===== src/rtl/pscc_pkg.sv =====
package pscc_pkg;

   localparam int MAX_LEN  = 64;
   localparam int IDX_W    = (MAX_LEN > 1) ? $clog2(MAX_LEN) : 1;
   localparam int LEN_W    = $clog2(MAX_LEN + 1);
   localparam int CHAR_W   = 8;
   localparam int ENDING_W = 7;
   localparam int TOTAL_W  = 12;
   localparam int SUM_W    = ((TOTAL_W > LEN_W) ? TOTAL_W : LEN_W) + 1;

   localparam logic [SUM_W-1:0] ENDING_MAX = SUM_W'((1 << ENDING_W) - 1);
   localparam logic [SUM_W-1:0] TOTAL_MAX  = SUM_W'((1 << TOTAL_W) - 1);
   localparam logic [LEN_W-1:0] LEN_LIMIT  = LEN_W'(MAX_LEN);
   localparam logic [IDX_W-1:0] IDX_LAST   = IDX_W'(MAX_LEN - 1);

   typedef struct packed {
      logic [CHAR_W-1:0] ch;
      logic              last;
   } req_type;

   typedef struct packed {
      logic [ENDING_W-1:0] ending_here;
      logic [TOTAL_W-1:0]  total_count;
      logic                overflow;
      logic                done_res;
   } rsp_type;

   typedef enum logic [1:0] {
      ST_IDLE,
      ST_SCAN,
      ST_DONE
   } state_type;

   typedef struct packed {
      logic              start;
      logic [CHAR_W-1:0] ch;
      logic [IDX_W-1:0]  pos;
   } scan_cmd_type;

   typedef struct packed {
      logic             done;
      logic [LEN_W-1:0] count;
   } scan_sts_type;

endpackage


===== src/rtl/palindromic_substring_counter_unit.sv =====
// palindromic substring counter
// req channel: one character per beat (ch, last). rsp channel: one beat per
// request beat with the palindromes ending at that character, the running
// total for the string, the sticky overflow flag and a copy of last.
// a beat with last set closes the string; after its response is loaded the
// length, total and overflow flag return to zero for the next string.
// characters beyond 64 in one string are dropped and set overflow.
// req_ready is high only while no character is in work, so one character is
// processed at a time. the scan reads the character and column memories once
// per stored position, one position per cycle, through registered reads. a
// dropped character skips the scan. the next request is taken the cycle after
// the response register is loaded.
// the response register holds while rsp_ready is low; a finished result
// waits in the done state until the register frees up, and req_ready stays low.
// reset clears the control state, length, total and overflow; the memories
// are not cleared, and values from unwritten positions are never used.
module palindromic_substring_counter_unit (
   input  logic              clock,
   input  logic              reset,
   input  logic              req_valid,
   output logic              req_ready,
   input  pscc_pkg::req_type req_data,
   output logic              rsp_valid,
   input  logic              rsp_ready,
   output pscc_pkg::rsp_type rsp_data
);
   import pscc_pkg::*;

   state_type         state_ff, state_in;
   logic [LEN_W-1:0]  len_ff, len_in;
   logic [TOTAL_W-1:0] total_ff, total_in;
   logic              ovf_ff, ovf_in;
   logic              last_ff, last_in;
   logic [ENDING_W-1:0] end_ff, end_in;
   logic              rsp_valid_ff, rsp_valid_in;
   rsp_type           rsp_ff, rsp_in;

   scan_cmd_type      cmd;
   scan_sts_type      sts;

   logic              req_fire;
   logic              full;
   logic              load_rsp;
   logic [SUM_W-1:0]  sum;
   logic [SUM_W-1:0]  cnt_ext;

   pscc_column u_column (
      .clock (clock),
      .reset (reset),
      .cmd   (cmd),
      .sts   (sts)
   );

   assign req_fire = req_valid && req_ready;
   assign full     = (len_ff >= LEN_LIMIT);
   assign load_rsp = (state_ff == ST_DONE) && (!rsp_valid_ff || rsp_ready);
   assign cnt_ext  = SUM_W'(sts.count);
   assign sum      = SUM_W'(total_ff) + cnt_ext;

   // next state
   always_comb begin
      state_in = state_ff;
      unique case (state_ff)
         ST_IDLE: begin
            if (req_fire) begin
               state_in = full ? ST_DONE : ST_SCAN;
            end
         end
         ST_SCAN: begin
            if (sts.done) begin
               state_in = ST_DONE;
            end
         end
         ST_DONE: begin
            if (load_rsp) begin
               state_in = ST_IDLE;
            end
         end
         default: state_in = ST_IDLE;
      endcase
   end

   // outputs and datapath
   always_comb begin
      req_ready    = (state_ff == ST_IDLE);
      cmd.start    = 1'b0;
      cmd.ch       = req_data.ch;
      cmd.pos      = len_ff[IDX_W-1:0];
      len_in       = len_ff;
      total_in     = total_ff;
      ovf_in       = ovf_ff;
      last_in      = last_ff;
      end_in       = end_ff;
      rsp_in       = rsp_ff;
      rsp_valid_in = rsp_valid_ff && !rsp_ready;
      unique case (state_ff)
         ST_IDLE: begin
            if (req_fire) begin
               last_in = req_data.last;
               if (full) begin
                  ovf_in = 1'b1;
                  end_in = '0;
               end else begin
                  cmd.start = 1'b1;
               end
            end
         end
         ST_SCAN: begin
            if (sts.done) begin
               len_in   = len_ff + LEN_W'(1);
               total_in = (sum > TOTAL_MAX) ? TOTAL_MAX[TOTAL_W-1:0] : sum[TOTAL_W-1:0];
               end_in   = (cnt_ext > ENDING_MAX) ? ENDING_MAX[ENDING_W-1:0]
                                                 : cnt_ext[ENDING_W-1:0];
            end
         end
         ST_DONE: begin
            if (load_rsp) begin
               rsp_valid_in       = 1'b1;
               rsp_in.ending_here = end_ff;
               rsp_in.total_count = total_ff;
               rsp_in.overflow    = ovf_ff;
               rsp_in.done_res    = last_ff;
               if (last_ff) begin
                  len_in   = '0;
                  total_in = '0;
                  ovf_in   = 1'b0;
               end
            end
         end
         default: begin
         end
      endcase
   end

   always_ff @(posedge clock) begin
      if (reset) begin
         state_ff     <= ST_IDLE;
         len_ff       <= '0;
         total_ff     <= '0;
         ovf_ff       <= 1'b0;
         rsp_valid_ff <= 1'b0;
      end else begin
         state_ff     <= state_in;
         len_ff       <= len_in;
         total_ff     <= total_in;
         ovf_ff       <= ovf_in;
         rsp_valid_ff <= rsp_valid_in;
      end
      last_ff <= last_in;
      end_ff  <= end_in;
      rsp_ff  <= rsp_in;
   end

   assign rsp_valid = rsp_valid_ff;
   assign rsp_data  = rsp_ff;

endmodule


===== src/rtl/pscc_column.sv =====
module pscc_column (
   input  logic                  clock,
   input  logic                  reset,
   input  pscc_pkg::scan_cmd_type cmd,
   output pscc_pkg::scan_sts_type sts
);
   import pscc_pkg::*;

   logic [CHAR_W-1:0] char_mem [MAX_LEN];
   logic              pal_mem  [MAX_LEN];

   logic              issue_on_ff, issue_on_in;
   logic [IDX_W-1:0]  iss_ff, iss_in;
   logic              stg_v_ff, stg_v_in;
   logic [IDX_W-1:0]  stg_idx_ff, stg_idx_in;
   logic [CHAR_W-1:0] c_ff, c_in;
   logic [IDX_W-1:0]  j_ff, j_in;
   logic [LEN_W-1:0]  cnt_ff, cnt_in;
   logic [CHAR_W-1:0] rd_char_ff;
   logic              rd_pal_ff;
   logic [IDX_W-1:0]  pal_addr;
   logic              hit;
   logic              at_end;

   // inner span starts one past the issued position
   assign pal_addr = (iss_ff == IDX_LAST) ? iss_ff : iss_ff + IDX_W'(1);

   assign at_end = (stg_idx_ff == j_ff);
   assign hit = stg_v_ff &&
                (at_end ||
                 ((rd_char_ff == c_ff) &&
                  ((({1'b0, stg_idx_ff} + (IDX_W+1)'(1)) == {1'b0, j_ff}) || rd_pal_ff)));

   always_comb begin
      issue_on_in = issue_on_ff;
      iss_in      = iss_ff;
      c_in        = c_ff;
      j_in        = j_ff;
      cnt_in      = cnt_ff;
      stg_v_in    = issue_on_ff;
      stg_idx_in  = iss_ff;
      if (cmd.start) begin
         issue_on_in = 1'b1;
         iss_in      = '0;
         c_in        = cmd.ch;
         j_in        = cmd.pos;
         cnt_in      = '0;
      end else begin
         if (issue_on_ff) begin
            iss_in = iss_ff + IDX_W'(1);
            if (iss_ff == j_ff) begin
               issue_on_in = 1'b0;
            end
         end
         if (hit) begin
            cnt_in = cnt_ff + LEN_W'(1);
         end
      end
   end

   assign sts.done  = stg_v_ff && at_end;
   assign sts.count = cnt_ff + LEN_W'(hit);

   always_ff @(posedge clock) begin
      if (reset) begin
         issue_on_ff <= 1'b0;
         stg_v_ff    <= 1'b0;
      end else begin
         issue_on_ff <= issue_on_in;
         stg_v_ff    <= stg_v_in;
      end
      iss_ff     <= iss_in;
      stg_idx_ff <= stg_idx_in;
      c_ff       <= c_in;
      j_ff       <= j_in;
      cnt_ff     <= cnt_in;
   end

   // character store
   always_ff @(posedge clock) begin
      if (cmd.start) begin
         char_mem[cmd.pos] <= cmd.ch;
      end
      if (issue_on_ff) begin
         rd_char_ff <= char_mem[iss_ff];
      end
   end

   // palindrome column
   always_ff @(posedge clock) begin
      if (stg_v_ff) begin
         pal_mem[stg_idx_ff] <= hit;
      end
      if (issue_on_ff) begin
         rd_pal_ff <= pal_mem[pal_addr];
      end
   end

endmodule

===== config.mk =====
export PLATFORM = sky130hd
export DESIGN_NAME = palindromic_substring_counter_unit
export DESIGN_NICKNAME = d
export VERILOG_FILES = /design/src/rtl/pscc_pkg.sv /design/src/rtl/palindromic_substring_counter_unit.sv /design/src/rtl/pscc_column.sv
export SDC_FILE = /design/constraint.sdc
export NUM_CORES = 1
export LEC_CHECK = 0
export BUFFER_PORTS_ARGS = -buffer_cell sky130_fd_sc_hd__buf_4
export CAP_MARGIN = 20
export CORE_MARGIN = 8
export CORE_UTILIZATION = 55
export DETAILED_ROUTE_END_ITERATION = 16
export PLACE_DENSITY = 0.74
export SYNTH_ARGS = -nofsm -noshare
export SYNTH_HDL_FRONTEND = slang
export SYNTH_SLANG_ARGS = --single-unit

===== constraint.sdc =====
create_clock -name clock -period 4.1 [get_ports clock]
set_input_delay 0.615 -clock clock [delete_from_list [all_inputs] [get_ports clock]]
set_output_delay 0.615 -clock clock [all_outputs]
set_load 0.05 [all_outputs]

==> flow_summary.yaml, run 1 <==
worst_setup_path:
  worst_path_most_repeated_cell: "nor2_4"
  crit_path_end_kind: "register"
  crit_slowest_cell: "or3b_1"
  crit_chain: "or3b_1 -> a311oi_2 -> o211ai_1 -> a2111oi_4 -> nor2_4 -> inv_6 -> ha_2 -> nand3_1 -> xnor2_2 -> ha_1 -> nand3_2 -> a21oi_2 -> o21a_1 -> nor2_4 -> nor3_4 -> nor2_2 -> a221oi_1"
  cp_data_arrival_time_ps: 4470
  r2r_start: "u_column.j_ff[4]$_DFFE_PP_"
  reg2reg_slack_ps: 130
  crit_start: "u_column.j_ff[4]$_DFFE_PP_"
  crit_end: "total_ff[6]$_SDFFE_PP0P_"
  worst_r2r_path_depth: 17
  r2r_end: "total_ff[6]$_SDFFE_PP0P_"
  cp_max_fo: 5
  path_class: "register to register"
  start_kind: "register"
  slowest_delay_ps: 390
  required_ps: 4600
placement:
  gp_congestion: 0.809
  dp.cells: 2129
  placed_cell_area_mm2: 0.0283
  dp_hpwl_um: 33500
  dp_slack_ps: -211
  portBuffers: 35
timing:
  maxSlewHeadroom_pct: 30.0
  drv_slew: 0
  fin_worst_skew_ps: 21.4
  worst_slack_ps: 129
  fmax_mhz: 252
  worst_pin_slew_ps: 1050
  setup_viol: 0
  finalHoldViolCount: 0
  post-route-min-period_ps: 3970
  finalCritPeriodShare_pct: 96.8
worst_hold_path:
  min_path_type: "input port to register"
  hp-start: "req_data[0]"
global_route:
  grt_pass1_wl_um: 87500
  grt_pass1_vias: 14100
  grt_usage_pct: 20.4
  gr-total-overflow: 0
  grt_max_degree: 136
  antenna_found_initial: 2
cells_and_area:
  final_cells: 2256
  drive_gt1_share_pct: 23.8
  stdcell_area_mm2: 0.0306
  fillers: 3327
  num_antenna_cells: 0
  layout.nets: 1571
  synthToLayoutAreaGrowth_pct: 12.2
  fin_util_pct: 62.5
cts:
  cts_tree: "yes"
  cts_sinks: 672
  worstSkewPairLatency_ps: 600
  cts_hold_buf: 0
  cts_made_buffers: 67
  cts_root_buf: "clkbuf_16"
  htree_levels: 3
  path_clk_slew_ps: 60
  clock_path_buffers: 3
power:
  ir_worst_vdd_v: 0.000394
  leakagePower_nw: 9.44
  power_density_mw_per_mm2: 492
drt:
  viasPerCell: 6.21
  ant_nets: 0
  wire_per_inst_um: 25.6
  drc: 0
  totalWireLength_um: 57700
  drtIter0Drc: 1520
  first_pass_iters: 5
  vias: 14000
synthesis:
  synthesis.nets: 1518
  ys_top_cells_by_area: "edfxtp_1, mux4_2, dfxtp_1"
  synth-seq-area-share_pct: 72.4
  avgSynthCellArea_um2: 18.3
  synth_cells: 1488
  synth-main-ff-cell: "edfxtp_1"
  synth.largest_area_cell: "edfxtp_1"
  synth_area_mm2: 0.0273
  synth.most_common_cell: "edfxtp_1"
  yosys.area.top_type_share_pct: 69.1
  ys_seq_elements: 672
  yosys_warnings: 0
  synthArstFlopShare_pct: 0
  synthTopCellsByCount: "edfxtp_1, mux4_2, nor2_1, clkbuf_1, nand2_1"
  synth_cell_types: 60
  synth_edf_count: 628
floorplan:
  start_util_pct: 55.7
  io_pins: 36
  die_h_um: 239
  core-area_mm2: 0.0490
  dieArea_mm2: 0.0570
  num_rows: 81
  die_w_um: 239
job:
  maxCapViolations: 0
outcome:
  status: "finished, final reports clean"
-- cell usage in the layout, fill, tap and decap left out, types with 10 or more instances in the layout --
cell type  count
ha_1          13
xor2_1        20
nor2_1       164
nor3_1        15
inv_1         10
buf_4         61
mux2_2        12
a21oi_1       31
xnor2_1       23
nor2b_1       15
nand3_1       30
o22ai_1       14
dfxtp_1       38
edfxtp_1     628
clkinv_2      13
clkbuf_1      18
mux4_2       168
mux2_1        16
nand2_1       45
o221ai_1      10
and2_1        13
clkbuf_16     72
-- registers in the layout, indices dropped and copies added, names as in the netlist, 7 cells and up --
name / cells
u_column.char_mem: 512
end_ff: 7
total_ff: 12
u_column.cnt_ff: 7
rsp_data: 21
len_ff: 7
u_column.rd_char_ff: 8
u_column.pal_mem: 64
u_column.c_ff: 8
-- power by group --
| group | switching, mW | leakage, nW | total, mW | internal (mW) |
|---|---|---|---|---|
| Clock | 2.50 | 1.05 | 5.89 | 3.39 |
| Sequential | 0.0429 | 6.01 | 7.57 | 7.53 |
| Combinational | 0.841 | 2.38 | 1.60 | 0.758 |
-- area by class of cell --
class / instances / area (um^2) / share of cell area [%]
Clock buffer: 92 / 1900 / 6.20
Clock inverter: 28 / 225 / 0.736
Inverter: 12 / 50.0 / 0.164
Multi-Input combinational cell: 723 / 7310 / 23.9
Sequential cell: 672 / 19800 / 64.6
Tap cell: 664 / 831 / 2.72
Timing Repair Buffer: 65 / 529 / 1.73
-- logic make-up after synthesis --
kind of cell / after synthesis / share of synthesized area (%)
mux: 205 / 15.4
flops: 672 / 72.4
compound gates: 118 / 2.94
buf+inv: 93 / 1.41
xor+xnor: 46 / 1.50
simple gates: 337 / 5.64
fa+ha+maj: 17 / 0.807
-- stage by stage --
stage / total power [mW] / setup TNS (ps) / hold WS [ps]
after floorplan: 8.83 / 0 / 329
final: 15.1 / 0 / 207
after global routing: 15.5 / -77.3 / 176
after CTS: 15.2 / 0 / 179
after detailed placement: 9.32 / -675 / 405
after global placement: 9.30 / -31.1 / 404
-- routing by layer --
metal / GRT usage (%) / share of wire (%) / vias up
li1: - / - / 6087
met1: 27.5 / 40 / 7274
met2: 33.7 / 50 / 526
met3: 3.94 / 6.5 / 126
met4: 6.22 / 2.8 / 4
met5: 0 / 0.045 / -
-- what timing repair did --
item                                   CTS  global route
setup endpoints to repair               10            12
buffers inserted                         1             6
pin swaps                                4            16
endpoints found under the hold margin    0             0
cloned                                   0             0
resized for setup                        9            26
-- worst max-delay path, delay by kind of cell (launching register included) --
family	cells	cell delay, ps
flops	1	380
xor+xnor	1	200
compound gates	6	1540
buf+inv	1	60
fa+ha+maj	2	570
simple gates	7	1110
-- worst min-delay path by stage --
stage	slack [ps]	cells past startpoint	endpoint
after CTS	180	1	last_ff$_DFFE_PP_
after floorplan	330	0	u_column.stg_idx_ff[2]$_DFF_P_
after global placement	400	0	rsp_data[15]$_DFFE_PP_
after detailed placement	400	0	rsp_data[14]$_DFFE_PP_
after global routing	180	1	last_ff$_DFFE_PP_
final	210	1	last_ff$_DFFE_PP_
Power figures use the tool's default switching activity.
==> run 2: changes to the inputs <==
--- a/config.mk
+++ b/config.mk
@@ -11,6 +11,7 @@
 export CORE_UTILIZATION = 55
 export DETAILED_ROUTE_END_ITERATION = 16
 export PLACE_DENSITY = 0.74
+export REMOVE_ABC_BUFFERS = 1
 export SYNTH_ARGS = -nofsm -noshare
 export SYNTH_HDL_FRONTEND = slang
 export SYNTH_SLANG_ARGS = --single-unit
==> flow_summary.yaml, run 2 (synthesized netlist as in run 1, its figures left out) <==
cts:
  cts_tree: "yes"
  cts_hold_buf: 0
  cts_root_buf: "clkbuf_16"
  clock_path_buffers: 3
  cts_made_buffers: 67
  worstSkewPairLatency_ps: 600
  path_clk_slew_ps: 60
  htree_levels: 3
  cts_sinks: 672
drt:
  totalWireLength_um: 57600
  viasPerCell: 6.21
  drtIter0Drc: 1467
  first_pass_iters: 5
  drc: 0
  wire_per_inst_um: 25.6
  vias: 14000
  ant_nets: 0
floorplan:
  start_util_pct: 55.7
  die_h_um: 239
  die_w_um: 239
  dieArea_mm2: 0.0570
  io_pins: 36
  num_rows: 81
  core-area_mm2: 0.0490
timing:
  maxSlewHeadroom_pct: 32.3
  drv_slew: 0
  setup_viol: 0
  rsz0062_at_grt: "true"
  hold_ws_ps: 215
  finalHoldViolCount: 0
  worst_pin_slew_ps: 1010
  fmax_mhz: 253
  post-route-min-period_ps: 3960
  finalCritPeriodShare_pct: 96.6
  fin_worst_skew_ps: 22.7
worst_setup_path:
  cp_data_arrival_time_ps: 4380
  start_kind: "register"
  required_ps: 4520
  cp_max_fo: 7
  path_class: "register to register"
  crit_path_end_kind: "register"
  r2r_end: "total_ff[3]$_SDFFE_PP0P_"
  reg2reg_slack_ps: 140
  worst_r2r_path_depth: 18
  r2r_start: "u_column.c_ff[1]$_DFFE_PP_"
  crit_start: "u_column.c_ff[1]$_DFFE_PP_"
worst_hold_path:
  min_path_type: "input port to register"
  whs_path_depth: 1
  hp-start: "req_data[0]"
  hold_end: "last_ff$_DFFE_PP_"
cells_and_area:
  fillers: 3376
  multi_input_area_mm2: 0.00730
  num_antenna_cells: 0
  drive_gt1_share_pct: 22.9
  final_cell_mix: "edfxtp_1, mux4_2, nor2_1"
  seq_area_mm2: 0.0198
  layout.nets: 1571
  largest_register_ffs: 512
  stdcell_area_mm2: 0.0305
  largest_register: "u_column.char_mem"
  final_common_cell: "edfxtp_1"
  synthToLayoutAreaGrowth_pct: 11.6
global_route:
  antenna_found_initial: 2
  grt_pass1_vias: 14000
  grt_pass1_wl_um: 86500
  grt_max_degree: 121
  gr-total-overflow: 0
  grt_usage_pct: 20.3
placement:
  gp_congestion: 0.845
  dp_hpwl_um: 33800
  placed_cell_area_mm2: 0.0283
  portBuffers: 35
power:
  power_density_mw_per_mm2: 488
  ir_worst_vdd_v: 0.000419
  leakagePower_nw: 9.38
job:
  maxCapViolations: 0
outcome:
  status: "finished, final reports clean"
## run 2: cell count changes in the layout (fill, tap and decap cells not counted), moves of 2 or more
cell       before  now
nor3_2          3    0
clkinv_1        7   16
clkbuf_16      72   68
ha_4            1    3
clkbuf_1       18   13
nor3_1         15   18
a221oi_1        2    4
clkbuf_8        2    0
a221oi_2        3    1
## run 2: repair_timing
item,in CTS,in global routing
setup buffers,1,2
endpoints found under the setup margin,9,12
pin swaps,2,17
resized for setup,5,21
## run 2: cell type report
cell class / count / area share [%]
sequential: 672 / 64.8
clock inverter: 36 / 0.842
tap: 664 / 2.73
inverter: 12 / 0.148
clock buffer: 81 / 5.75
timing repair buffer: 65 / 1.73
multi-input combinational: 723 / 24.0
## run 2: how the worst max path moves through the flow
stage / to / slack (ps) / cells past startpoint
2_1_floorplan: u_column.rd_pal_ff$_DFFE_PP_ / -5160 / 5
3_3_place_gp: total_ff[11]$_SDFFE_PP0P_ / 10 / 17
3_5_place_dp: total_ff[11]$_SDFFE_PP0P_ / -100 / 17
4_1_cts: total_ff[5]$_SDFFE_PP0P_ / 3 / 18
5_1_grt: total_ff[3]$_SDFFE_PP0P_ / -100 / 18
6_report: total_ff[3]$_SDFFE_PP0P_ / 140 / 18
## run 2: critical path, cell delays in order, from the launching register on
cell and delay (ps):
edfxtp_1 380, xor2_1 180, nor4_2 280, nand4_1 270
a2111oi_4 420, nor2_4 110, inv_2 70, ha_2 220
nand3_1 140, xnor2_2 260, ha_1 310, a21oi_2 220
a21oi_2 90, o21a_1 220, nor2_4 140, nor3_4 50
buf_4 150, nor3_1 200, a211oi_1 60
## run 2: report_power, final
group          internal [mW]  leakage, nW  total, mW  switching [mW]
Sequential              7.53         6.01       7.60          0.0748
Combinational          0.767         2.39       1.58           0.812
Clock                   3.23        0.988       5.69            2.46
## run 2: metal layers
layer	part of all wire (%)	wire [um]	track usage (%)	vias up
li1	-	-	-	6084
met1	40	22900	26.8	7243
met2	50	28900	33.4	544
met3	7.2	4130	4.33	120
met4	2.9	1700	6.94	4
met5	0.040	23	0	-
## run 2: per-stage QoR
stage	TNS (ps)	std cells	setup slack, ps	power (mW)	util, %
2_1_floorplan	-69580	1407	-5160	9.04	-
3_3_place_gp	0	2133	10.6	9.31	57.8
3_5_place_dp	-102	2133	-96.4	9.34	57.8
4_1_cts	0	2251	2.58	15.0	61.9
5_1_grt	-264	2253	-98.3	15.3	62.2
6_report	0	2253	140	14.9	62.2
==> run 3: changes to the inputs <==
--- a/config.mk
+++ b/config.mk
@@ -14,4 +14,5 @@
 export REMOVE_ABC_BUFFERS = 1
 export SYNTH_ARGS = -nofsm -noshare
 export SYNTH_HDL_FRONTEND = slang
+export SYNTH_HIERARCHICAL = 1
 export SYNTH_SLANG_ARGS = --single-unit
==> flow_summary.yaml, run 3 <==
outcome:
  status: "finished, final reports clean"
worst_setup_path:
  start_kind: "register"
  cp_max_fo: 15
  crit_chain: "and3_1 -> xnor2_1 -> a21oi_1 -> a21oi_1 -> o21ai_4 -> ha_1 -> ha_1 -> inv_1 -> fa_1 -> nor2b_1 -> o31ai_4 -> a211oi_2 -> nand2_1 -> o221ai_1"
  crit_slowest_cell: "dfxtp_1"
  path_class: "register to register"
  required_ps: 4590
  cp_data_arrival_time_ps: 4310
  slowest_delay_ps: 620
  crit_path_end_kind: "register"
cells_and_area:
  synthToLayoutAreaGrowth_pct: 11.4
  largest_register_ffs: 512
  largest_register: "u_column/char_mem"
  layout.nets: 1584
  fillers: 3413
  final_common_cell: "edfxtp_1"
  final_cell_mix: "edfxtp_1, nor2_1, mux4_2"
  num_antenna_cells: 0
  drive_gt1_share_pct: 22.0
  stdcell_area_mm2: 0.0304
  final_cells: 2267
drt:
  drtIter0Drc: 1594
  totalWireLength_um: 56800
  wl_met3_um: 4250
  ant_nets: 0
  met1_length_um: 22700
  top_layer_used: "met4"
  vias: 14100
  drc: 0
  viasPerCell: 6.22
  wire_per_inst_um: 25.0
  first_pass_iters: 5
  dr_wl_met2_um: 28100
floorplan:
  dieArea_mm2: 0.0569
  io_pins: 36
  die_w_um: 239
  die_h_um: 239
  num_rows: 81
  core-area_mm2: 0.0490
  start_util_pct: 55.7
timing:
  worst_slack_ps: 279
  fmax_mhz: 262
  hold_ws_ps: 226
  finalHoldViolCount: 0
  setup_viol: 0
  post-route-min-period_ps: 3820
  maxSlewHeadroom_pct: 39.7
  fin_worst_skew_ps: 23.2
  drv_slew: 0
  rsz0062_at_grt: "false"
  worst_pin_slew_ps: 901
  finalCritPeriodShare_pct: 93.2
synthesis:
  synth-xor-area-share_pct: 1.38
  ys_seq_elements: 672
  yosys_warnings: 6
  yosys.area.top_type_share_pct: 69.2
  synth_top_family_by_area: "multiplexers"
  synth-seq-area-share_pct: 72.5
  synth.largest_area_cell: "edfxtp_1"
  synth_edf_count: 628
  synth.most_common_cell: "edfxtp_1"
  synth_compound_area_share_pct: 3.04
  ys_top_cells_by_area: "edfxtp_1, mux4_2, dfxtp_1"
  synth_cells: 1484
  synthSimpleGateAreaFrac_pct: 5.85
  synth_cell_types: 65
  synthTopCellsByCount: "edfxtp_1, nor2_1, mux4_2, nand2_1, dfxtp_1"
  synth.area.mux_share_pct: 15.2
  synthArstFlopShare_pct: 0
  synth-main-ff-cell: "edfxtp_1"
  synthAdderAreaFrac_pct: 0.716
  synth_area_mm2: 0.0272
  avgSynthCellArea_um2: 18.4
power:
  ir_worst_vdd_v: 0.000516
  power_mw: 14.9
  power_density_mw_per_mm2: 491
  leakagePower_nw: 9.37
global_route:
  gr-total-overflow: 0
  grt_pass1_wl_um: 86900
  grt_max_degree: 134
  antenna_found_initial: 0
  grt_pass1_vias: 14200
  grt_usage_pct: 20.3
cts:
  cts_sinks: 672
  htree_levels: 3
  post_cts_buffers: 0
  cts_root_buf: "clkbuf_16"
  path_clk_slew_ps: 60
  cts_made_buffers: 69
  clock_path_buffers: 3
  worstSkewPairLatency_ps: 600
  cts_tree: "yes"
job:
  maxCapViolations: 0
placement:
  dp_hpwl_um: 33400
  dp_slack_ps: 224
  dp.cells: 2149
  placed_cell_area_mm2: 0.0283
  portBuffers: 35
  gp_congestion: 0.814
worst_hold_path:
  min_path_type: "input port to register"
-- run 3: cell count changes after synthesis, moves of 8 or more --
cell,previous run,this run
nor3_1,19,10
clkbuf_1,50,39
a21oi_1,34,22
o22ai_1,14,6
mux2_1,16,0
mux2i_1,9,32
nand2_1,45,60
-- run 3: area by class of cell --
cell class,count,area (um^2),area share (%)
well taps,664,831,2.74
inverters,13,48.8,0.161
repair buffers,71,558,1.84
clock buffers,93,1860,6.12
clock inverters,25,168,0.552
multi-input cells,729,7140,23.5
flip-flops and latches,672,19700,65.1
-- run 3: kinds of logic after synthesis --
family,after synthesis
AND/OR/NAND/NOR,347
adder cells (fa/ha/maj),15
flip-flops,672
buffers and inverters,83
AO/OA/AOI/OAI,114
XOR/XNOR,43
multiplexers,210
-- run 3: stage by stage --
| stage | TNS (ps) | utilization (%) |
|---|---|---|
| 2_1_floorplan | -64490 | - |
| 3_3_place_gp | 0 | 57.9 |
| 3_5_place_dp | 0 | 57.9 |
| 4_1_cts | 0 | 62.0 |
| 5_1_grt | 0 | 62.0 |
| 6_report | 0 | 62.0 |
-- run 3: power by group --
part	leakage, nW	internal, mW	switching (mW)
combinational	2.34	0.751	0.813
sequential	6.05	7.53	0.0685
clock	0.981	3.29	2.43
-- run 3: worst max-delay path, delay by kind of cell, from the launching register on --
kind / cells / cell delay, ps
AO/OA/AOI/OAI: 6 / 1180
XOR/XNOR: 1 / 150
adder cells (fa/ha/maj): 3 / 950
buffers and inverters: 1 / 70
flip-flops: 1 / 620
AND/OR/NAND/NOR: 3 / 750
-- run 3: path summary, 6_finish.rpt --
| path | slack, ps | endpoint | start | depth (start not counted) |
|---|---|---|---|---|
| setup / recovery | 280 | total_ff[7]$_SDFFE_PP0P_ | u_column/stg_idx_ff[2]$_DFF_P_ | 14 |
| hold / removal | 230 | last_ff$_DFFE_PP_ | req_data[0] | 1 |
| setup reg to reg | 280 | total_ff[7]$_SDFFE_PP0P_ | u_column/stg_idx_ff[2]$_DFF_P_ | 14 |
| hold reg to reg | 430 | rsp_data[17]$_DFFE_PP_ | end_ff[3]$_SDFFCE_PN0P_ | 0 |
-- run 3: timing repair --
| action | in CTS | in global routing |
|---|---|---|
| gates resized for setup | 0 | 1 |
| setup endpoints to repair | 0 | 11 |
| hold buffers | 0 | 0 |
-- run 3: layer usage --
metal | up-vias | track usage [%]
li1 | 6078 | -
met1 | 7294 | 27.4
met2 | 608 | 33.3
met3 | 120 | 3.95
met4 | 0 | 6.55
met5 | - | 0
